--- config.mk ---
export PLATFORM = sky130hd
export DESIGN_NAME = ble_adv_packet_receiver
export DESIGN_NICKNAME = d
export VERILOG_FILES = /design/src/rtl/core/blepr_pkg.sv /design/src/rtl/core/ble_adv_packet_receiver.sv /design/src/rtl/core/blepr_frame_parser.sv
export SDC_FILE = /design/constraint.sdc
export NUM_CORES = 1
export LEC_CHECK = 0
export CORE_UTILIZATION = 40
export DETAILED_ROUTE_END_ITERATION = 8
export DONT_BUFFER_PORTS = 1
export SLEW_MARGIN = 10
export SYNTH_ARGS = -nofsm -noshare
export SYNTH_HDL_FRONTEND = slang
export SYNTH_SLANG_ARGS = --single-unit
--- constraint.sdc ---
create_clock -name clock -period 2.2 [get_ports clock]
set_input_delay 0.33 -clock clock [delete_from_list [all_inputs] [get_ports clock]]
set_output_delay 0.33 -clock clock [all_outputs]
set_load 0.02 [all_outputs]
--- src/rtl/core/blepr_pkg.sv ---
// Shared types, constants and per-byte functions for the BLE advertising receiver.
// Holds the whitening LFSR step, the CRC24 byte update and the result struct.
// No dependencies.
package blepr_pkg;

   localparam logic [7:0]  PREAMBLE_AA  = 8'hAA;
   localparam logic [7:0]  PREAMBLE_55  = 8'h55;
   localparam logic [31:0] ADV_ADDRESS  = 32'hD6BE898E;
   localparam logic [23:0] CRC_POLY     = 24'h00065B;
   localparam logic [7:0]  WHITEN_TAPS  = 8'h11;
   localparam logic [7:0]  SEED_FORCE   = 8'h02;

   localparam int unsigned CSR_INDEX_W  = 4;
   localparam int unsigned CSR_DATA_W   = 24;
   localparam logic [CSR_INDEX_W-1:0] CSR_WHITENING_CHANNEL = 4'd0;
   localparam logic [CSR_INDEX_W-1:0] CSR_CRC_SEED          = 4'd1;

   localparam logic [5:0]  CHANNEL_RESET  = 6'd37;
   localparam logic [23:0] CRC_SEED_RESET = 24'h555555;

   typedef struct packed {
      logic [7:0] lfsr;
      logic [7:0] data;
   } whiten_type;

   typedef struct packed {
      logic       emit;
      logic [7:0] pdu_byte;
      logic       is_last;
      logic       crc_ok;
      logic       phy_2m;
   } result_type;

   function automatic logic [7:0] blepr_rev8(input logic [7:0] v);
      logic [7:0] r;
      for (int i = 0; i < 8; i++) begin
         r[7-i] = v[i];
      end
      return r;
   endfunction

   function automatic whiten_type blepr_dewhiten(input logic [7:0] lfsr,
                                                 input logic [7:0] b);
      whiten_type w;
      logic [7:0] s;
      logic [7:0] d;
      s = lfsr;
      d = b;
      for (int i = 0; i < 8; i++) begin
         if (s[7]) begin
            s    = s ^ WHITEN_TAPS;
            d[i] = ~d[i];
         end
         s = {s[6:0], 1'b0};
      end
      w.lfsr = s;
      w.data = d;
      return w;
   endfunction

   function automatic logic [23:0] blepr_crc_feed(input logic [23:0] crc,
                                                  input logic [7:0]  b);
      logic [23:0] c;
      logic        top;
      c = crc;
      for (int i = 0; i < 8; i++) begin
         top = c[23];
         c   = {c[22:0], 1'b0};
         if (b[i] != top) begin
            c = c ^ CRC_POLY;
         end
      end
      return c;
   endfunction

endpackage

--- src/rtl/core/ble_adv_packet_receiver.sv ---
// Top level of the BLE advertising packet receiver.
// Holds the request register, the result register and the configuration registers.
// Depends on blepr_pkg and blepr_frame_parser.
//
// The receiver takes one demodulated byte per request and returns one dewhitened
// header, payload or CRC byte per frame byte; preamble and access address bytes
// give no result. A new request can be taken every clock cycle: each byte passes
// through a request register, the unrolled whitening LFSR and CRC24 logic and a
// result register, which drives the result port. The request side stalls only
// while a byte that gives a result waits behind a full result register that is
// not being read. The channel and CRC seed are sampled when the advertising
// access address is matched.
module ble_adv_packet_receiver
   import blepr_pkg::*;
(
   input  logic                   clock,
   input  logic                   reset,
   input  logic                   req_valid,
   output logic                   req_ready,
   input  logic [7:0]             req_rx_byte,
   output logic                   rsp_valid,
   input  logic                   rsp_ready,
   output logic [7:0]             rsp_pdu_byte,
   output logic                   rsp_is_last,
   output logic                   rsp_crc_ok,
   output logic                   rsp_phy_2m,
   input  logic                   csr_we,
   input  logic [CSR_INDEX_W-1:0] csr_index,
   input  logic [CSR_DATA_W-1:0]  csr_wdata
);

   logic        in_valid_ff;
   logic [7:0]  in_byte_ff;
   logic        out_valid_ff;
   logic [7:0]  out_byte_ff;
   logic        out_last_ff;
   logic        out_ok_ff;
   logic        out_phy_ff;
   logic [5:0]  channel_ff;
   logic [23:0] crc_seed_ff;

   result_type  result;
   logic        out_free;
   logic        advance;

   assign out_free  = !out_valid_ff || rsp_ready;
   assign advance   = in_valid_ff && (!result.emit || out_free);
   assign req_ready = !in_valid_ff || advance;

   blepr_frame_parser u_parser (
      .clock             (clock),
      .reset             (reset),
      .step              (advance),
      .rx_byte           (in_byte_ff),
      .whitening_channel (channel_ff),
      .crc_seed          (crc_seed_ff),
      .result            (result)
   );

   always_ff @(posedge clock) begin
      if (reset) begin
         in_valid_ff  <= 1'b0;
         out_valid_ff <= 1'b0;
         channel_ff   <= CHANNEL_RESET;
         crc_seed_ff  <= CRC_SEED_RESET;
      end else begin
         if (req_valid && req_ready) begin
            in_valid_ff <= 1'b1;
         end else if (advance) begin
            in_valid_ff <= 1'b0;
         end
         if (advance && result.emit) begin
            out_valid_ff <= 1'b1;
         end else if (rsp_ready) begin
            out_valid_ff <= 1'b0;
         end
         if (csr_we) begin
            unique case (csr_index)
               CSR_WHITENING_CHANNEL: channel_ff  <= csr_wdata[5:0];
               CSR_CRC_SEED:          crc_seed_ff <= csr_wdata[23:0];
               default: ;
            endcase
         end
      end
      if (req_valid && req_ready) begin
         in_byte_ff <= req_rx_byte;
      end
      if (advance && result.emit) begin
         out_byte_ff <= result.pdu_byte;
         out_last_ff <= result.is_last;
         out_ok_ff   <= result.crc_ok;
         out_phy_ff  <= result.phy_2m;
      end
   end

   assign rsp_valid    = out_valid_ff;
   assign rsp_pdu_byte = out_byte_ff;
   assign rsp_is_last  = out_last_ff;
   assign rsp_crc_ok   = out_ok_ff;
   assign rsp_phy_2m   = out_phy_ff;

endmodule

--- src/rtl/core/blepr_frame_parser.sv ---
// Frame parser: preamble hunt, access address check, dewhitening and CRC24 check.
// Holds all per-frame state and produces at most one result per byte.
// Depends on blepr_pkg.
module blepr_frame_parser
   import blepr_pkg::*;
(
   input  logic        clock,
   input  logic        reset,
   input  logic        step,
   input  logic [7:0]  rx_byte,
   input  logic [5:0]  whitening_channel,
   input  logic [23:0] crc_seed,
   output result_type  result
);

   typedef enum logic [2:0] {
      PH_HUNT,
      PH_ACCESS,
      PH_HEADER,
      PH_PAYLOAD,
      PH_CRC
   } phase_type;

   phase_type   phase_ff, phase_in;
   logic        pending_ff, pending_in;
   logic        is_aa_ff, is_aa_in;
   logic        is_2m_ff, is_2m_in;
   logic [31:0] access_ff, access_in;
   logic [2:0]  access_cnt_ff, access_cnt_in;
   logic [1:0]  header_cnt_ff, header_cnt_in;
   logic [7:0]  remain_ff, remain_in;
   logic [7:0]  lfsr_ff, lfsr_in;
   logic [23:0] crc_ff, crc_in;
   logic [1:0]  crc_cnt_ff, crc_cnt_in;
   logic        mismatch_ff, mismatch_in;

   whiten_type  whiten;
   logic [23:0] crc_next;
   logic [7:0]  crc_slice;
   logic [7:0]  crc_expect;
   logic [7:0]  preamble;
   logic        go_hunt;

   always_comb begin
      whiten   = blepr_dewhiten(lfsr_ff, rx_byte);
      crc_next = blepr_crc_feed(crc_ff, whiten.data);
      case (crc_cnt_ff)
         2'd0:    crc_slice = crc_ff[23:16];
         2'd1:    crc_slice = crc_ff[15:8];
         default: crc_slice = crc_ff[7:0];
      endcase
      crc_expect = blepr_rev8(crc_slice);
      preamble   = is_aa_ff ? PREAMBLE_AA : PREAMBLE_55;

      result.emit     = (phase_ff == PH_HEADER) || (phase_ff == PH_PAYLOAD) ||
                        (phase_ff == PH_CRC);
      result.pdu_byte = whiten.data;
      result.phy_2m   = is_2m_ff;
      result.is_last  = (phase_ff == PH_CRC) && (crc_cnt_ff >= 2'd2);
      result.crc_ok   = result.is_last && !mismatch_ff && (whiten.data == crc_expect);
   end

   always_comb begin
      phase_in      = phase_ff;
      pending_in    = pending_ff;
      is_aa_in      = is_aa_ff;
      is_2m_in      = is_2m_ff;
      access_in     = access_ff;
      access_cnt_in = access_cnt_ff;
      header_cnt_in = header_cnt_ff;
      remain_in     = remain_ff;
      lfsr_in       = lfsr_ff;
      crc_in        = crc_ff;
      crc_cnt_in    = crc_cnt_ff;
      mismatch_in   = mismatch_ff;
      go_hunt       = 1'b0;

      if (step) begin
         unique case (phase_ff)
            PH_HUNT: begin
               if (!pending_ff) begin
                  if ((rx_byte == PREAMBLE_AA) || (rx_byte == PREAMBLE_55)) begin
                     pending_in = 1'b1;
                     is_aa_in   = (rx_byte == PREAMBLE_AA);
                  end
               end else begin
                  pending_in = 1'b0;
                  phase_in   = PH_ACCESS;
                  if (rx_byte == preamble) begin
                     is_2m_in      = 1'b1;
                     access_in     = '0;
                     access_cnt_in = 3'd0;
                  end else begin
                     is_2m_in      = 1'b0;
                     access_in     = {24'd0, rx_byte};
                     access_cnt_in = 3'd1;
                  end
               end
            end
            PH_ACCESS: begin
               access_in     = {access_ff[23:0], rx_byte};
               access_cnt_in = access_cnt_ff + 3'd1;
               if (access_cnt_ff >= 3'd3) begin
                  if ((rx_byte[7] != is_aa_ff) || (access_in != ADV_ADDRESS)) begin
                     go_hunt = 1'b1;
                  end else begin
                     phase_in      = PH_HEADER;
                     header_cnt_in = 2'd0;
                     lfsr_in       = blepr_rev8({2'b00, whitening_channel}) | SEED_FORCE;
                     crc_in        = crc_seed;
                  end
               end
            end
            PH_HEADER: begin
               lfsr_in       = whiten.lfsr;
               crc_in        = crc_next;
               header_cnt_in = header_cnt_ff + 2'd1;
               if (header_cnt_ff >= 2'd1) begin
                  remain_in   = whiten.data;
                  crc_cnt_in  = 2'd0;
                  mismatch_in = 1'b0;
                  phase_in    = (whiten.data != 8'd0) ? PH_PAYLOAD : PH_CRC;
               end
            end
            PH_PAYLOAD: begin
               lfsr_in   = whiten.lfsr;
               crc_in    = crc_next;
               remain_in = remain_ff - 8'd1;
               if (remain_ff == 8'd1) begin
                  crc_cnt_in  = 2'd0;
                  mismatch_in = 1'b0;
                  phase_in    = PH_CRC;
               end
            end
            PH_CRC: begin
               lfsr_in    = whiten.lfsr;
               crc_cnt_in = crc_cnt_ff + 2'd1;
               if (whiten.data != crc_expect) begin
                  mismatch_in = 1'b1;
               end
               if (crc_cnt_ff >= 2'd2) begin
                  go_hunt = 1'b1;
               end
            end
            default: begin
               go_hunt = 1'b1;
            end
         endcase
      end

      if (go_hunt) begin
         phase_in      = PH_HUNT;
         pending_in    = 1'b0;
         is_aa_in      = 1'b0;
         is_2m_in      = 1'b0;
         access_in     = '0;
         access_cnt_in = '0;
         header_cnt_in = '0;
         remain_in     = '0;
         lfsr_in       = '0;
         crc_in        = '0;
         crc_cnt_in    = '0;
         mismatch_in   = 1'b0;
      end
   end

   always_ff @(posedge clock) begin
      if (reset) begin
         phase_ff      <= PH_HUNT;
         pending_ff    <= 1'b0;
         is_aa_ff      <= 1'b0;
         is_2m_ff      <= 1'b0;
         access_ff     <= '0;
         access_cnt_ff <= '0;
         header_cnt_ff <= '0;
         remain_ff     <= '0;
         lfsr_ff       <= '0;
         crc_ff        <= '0;
         crc_cnt_ff    <= '0;
         mismatch_ff   <= 1'b0;
      end else begin
         phase_ff      <= phase_in;
         pending_ff    <= pending_in;
         is_aa_ff      <= is_aa_in;
         is_2m_ff      <= is_2m_in;
         access_ff     <= access_in;
         access_cnt_ff <= access_cnt_in;
         header_cnt_ff <= header_cnt_in;
         remain_ff     <= remain_in;
         lfsr_ff       <= lfsr_in;
         crc_ff        <= crc_in;
         crc_cnt_ff    <= crc_cnt_in;
         mismatch_ff   <= mismatch_in;
      end
   end

endmodule
==> impl_metrics.env <==
export IMPL_status="finished with violations"
export IMPL_violations="negative setup slack"
export IMPL_rows=46
export IMPL_synthToLayoutAreaGrowth_pct=26.89
export IMPL_clk_latency_ns=0.42
export IMPL_crit_fanout=9
export IMPL_whs_ns=0.01651
export IMPL_drt_pass1_iter_count=5
export IMPL_antenna_found_initial=0
export IMPL_fin_crit_ns=2.255
export IMPL_cp_start_kind="register"
export IMPL_drtIter0Drc=580
export IMPL_worst_ep_arrival_time_ns=2.60
export IMPL_cts_buffers=17
export IMPL_max_freq_mhz=443.5
export IMPL_drv_cap=0
export IMPL_hp_start="reset"
export IMPL_drive_above_1_share_pct=22.35
export IMPL_critPathBufInv=3
export IMPL_start_util_pct=40.77
export IMPL_peakVddDrop_mv=0.5348
export IMPL_wl_per_cell_um=17.09
export IMPL_grt_pass1_vias=5243
export IMPL_critical_path_required_ns=2.54
export IMPL_endpoint_kind="register"
export IMPL_drc_errors=0
export IMPL_placeableCoreArea_um2=15830
export IMPL_gp_congestion=0.9002
export IMPL_synth_area_um2=6454
export IMPL_cts_root_buf="clkbuf_16"
export IMPL_drt_total_wl_um=17380
export IMPL_clock_path_buffers=2
export IMPL_grt_pass1_wl_um=26750
export IMPL_htreeDepth=4
export IMPL_pwr_share_comb_pct=8.2
export IMPL_seq_area_frac_synth_pct=42.65
export IMPL_finClkSkew_ns=0.007873
export IMPL_drtAntennaViolNets=0
export IMPL_finalCritPeriodShare_pct=102.5
export IMPL_powerDensity_nw_per_um2=688.4
export IMPL_whs_path_depth=1
export IMPL_hold_viol=0
export IMPL_synthCells=721
export IMPL_die_area_um2=16650
export IMPL_synth_edf_count=19
export IMPL_clockPowerShare_pct=48.9
export IMPL_fp_dieW_um=129.0
export IMPL_syn_area_per_cell_um2=8.951
export IMPL_cp_slowest_stage_delay_ns=0.57
export IMPL_via_per_inst=5.440
export IMPL_switchingPower_uw=1267
export IMPL_cp_top_family="simple AND/OR/NAND/NOR gates"
export IMPL_io_pins=54
export IMPL_dieHeight_um=129.0
export IMPL_power_leakage_uw=0.003095
export IMPL_synthFlopType="dfxtp_1"
export IMPL_dpl_hpwl_um=11990
export IMPL_tightest_slew_ns=0.7661
export IMPL_critPathSlowestCell="or4b_4"
export IMPL_mostFrequentLayoutCells="nand2_1 (129), dfxtp_1 (106), buf_4 (75)"
export IMPL_cp_startpoint="in_byte_ff[7]$_DFFE_PP_"
export IMPL_async_reset_ff_share_pct=0
export IMPL_syn_num_nets=770
export IMPL_nNetsFinal=838
export IMPL_clock_sinks=128
export IMPL_ys_warn_count=0
export IMPL_port_buffers=0
export IMPL_p_seq_share_pct=42.9
export IMPL_clkTransAtPathRegs_ns=0.06
export IMPL_hold_path_class="in -> reg"
export IMPL_yosys_register_bits=128
export IMPL_crit_type="reg -> reg"
export IMPL_mostFrequentLayoutCell="nand2_1"
export IMPL_detailroute_via_count=5532
export IMPL_tritoncts="built"
export IMPL_r2r_start="in_byte_ff[7]$_DFFE_PP_"
export IMPL_diodes=0
export IMPL_grt_ovfl_total=0
export IMPL_reg2regPathDepth=9
export IMPL_yosysUniqueCellTypes=70
export IMPL_grt_setup_unrepaired="true"
export IMPL_path_depth=9
export IMPL_crit_chain="buf_4, nor2b_4, nand2_2, or4b_4, a21boi_4, buf_12, clkbuf_16, o211ai_1, a21oi_1"
export IMPL_finalPower_uw=5638
export IMPL_track_usage_pct=20.99
export IMPL_switching_share_pct=22.47
export IMPL_slew_violations=0
export IMPL_grt_max_degree=37
export IMPL_setup_viol=12
export IMPL_relSlewSlack_pct=48.76
export IMPL_fin_ws_ns=-0.05465
export IMPL_p_int_uw=4371
==> registers in the layout, summed over array words and instances, names as in the netlist, 2 cells and up <==
register,flops
channel_ff,6
crc_seed_ff,24
in_byte_ff,8
rsp_pdu_byte,8
u_parser.access_cnt_ff,3
u_parser.access_ff,24
u_parser.crc_cnt_ff,2
u_parser.crc_ff,24
u_parser.header_cnt_ff,2
u_parser.lfsr_ff,7
u_parser.phase_ff,3
u_parser.remain_ff,8
==> kinds of logic (layout without fill, tap and decap cells) <==
family	after synthesis	in the layout	share of synthesized area (%)
flip-flops	128	128	42.65
adder cells (fa/ha/maj)	8	8	1.551
AND/OR/NAND/NOR	293	293	21.46
buffers and inverters	59	139	4.091
XOR/XNOR	63	63	12.27
multiplexers	8	8	1.280
AO/OA/AOI/OAI	162	162	16.69
==> worst paths after layout <==
check	endpoint	slack [ns]
worst max-delay path	u_parser.crc_ff[11]$_SDFFE_PP0P_	-0.05
worst min-delay path	crc_seed_ff[10]$_SDFFE_PP1P_	0.02
worst max register to register	u_parser.crc_ff[11]$_SDFFE_PP0P_	-0.05
worst min register to register	u_parser.access_ff[23]$_SDFFE_PP0P_	0.45
==> what timing repair did <==
item | 4_1_cts | 5_1_grt
cloned | 0 | 5
hold buffers | 9 | 0
pin swaps | 0 | 26
setup buffers | 0 | 8
setup endpoints to repair | 27 | 76
hold endpoints to repair | 28 | 0
resized for setup | 15 | 31
==> per-layer routing <==
metal  vias up  share of wire [%]  global-route usage [%]
li1       2668                  -                       -
met1      2675                 46                   27.45
met2       152                 48                   33.77
met3        37                3.8                   4.666
met4         0                2.4                   8.304
met5         -                  0                       0
==> synth_stat cells, drive strengths merged, types with 15 or more instances <==
| master | count | area (µm²) |
|---|---|---|
| nand2 | 130 | 488.0 |
| xor2 | 19 | 196.4 |
| dfxtp | 109 | 2182 |
| a311oi | 17 | 148.9 |
| a21oi | 74 | 381.6 |
| o21ai | 15 | 75.07 |
| edfxtp | 19 | 570.6 |
| xnor2 | 32 | 314.0 |
| clkbuf | 29 | 108.9 |
| nand3 | 24 | 120.1 |
| buf | 17 | 106.4 |
| nor2 | 61 | 229.0 |
==> worst register-to-register path, cell delays in order (launching register included) <==
cell and delay, ns:
edfxtp_1 0.46, buf_4 0.15, nor2b_4 0.14, nand2_2 0.10, or4b_4 0.57, a21boi_4 0.18, buf_12 0.15, clkbuf_16 0.16
o211ai_1 0.09, a21oi_1 0.17
==> final cells by class <==
class                      count  area, µm²
clock inverter                10      111.4
clock buffer                  21      470.5
timing repair buffer          95      874.6
sequential                   128       2756
inverter                      13      48.80
fill                        1464       7639
multi-input combinational    534       3657
tap                          216      270.3
==> power groups by stage <==
stage	logic (µW)	registers, µW	clock network, µW
5_1_grt	500	2420	2900
3_3_place_gp	412	2470	0
2_1_floorplan	263	2470	0
6_report	465	2420	2760
3_5_place_dp	414	2470	0
4_1_cts	447	2420	2800
==> per-stage QoR <==
| stage | cell area (µm²) | setup slack, ns | util, % | TNS, ns | instances |
|---|---|---|---|---|---|
| 5_1_grt | 8189 | -0.1678 | 51.74 | -2.789 | 1017 |
| 4_1_cts | 7880 | -0.04177 | 49.79 | -0.1881 | 1004 |
| 6_report | 8189 | -0.05465 | 51.74 | -0.2600 | 1017 |
| 3_3_place_gp | 7133 | -0.08955 | 45.07 | -1.163 | 964 |
| 2_1_floorplan | 6454 | 0.07623 | - | 0 | 721 |
| 3_5_place_dp | 7133 | -0.1357 | 45.07 | -1.241 | 964 |
No activity file was read; power rests on OpenSTA's default activity.
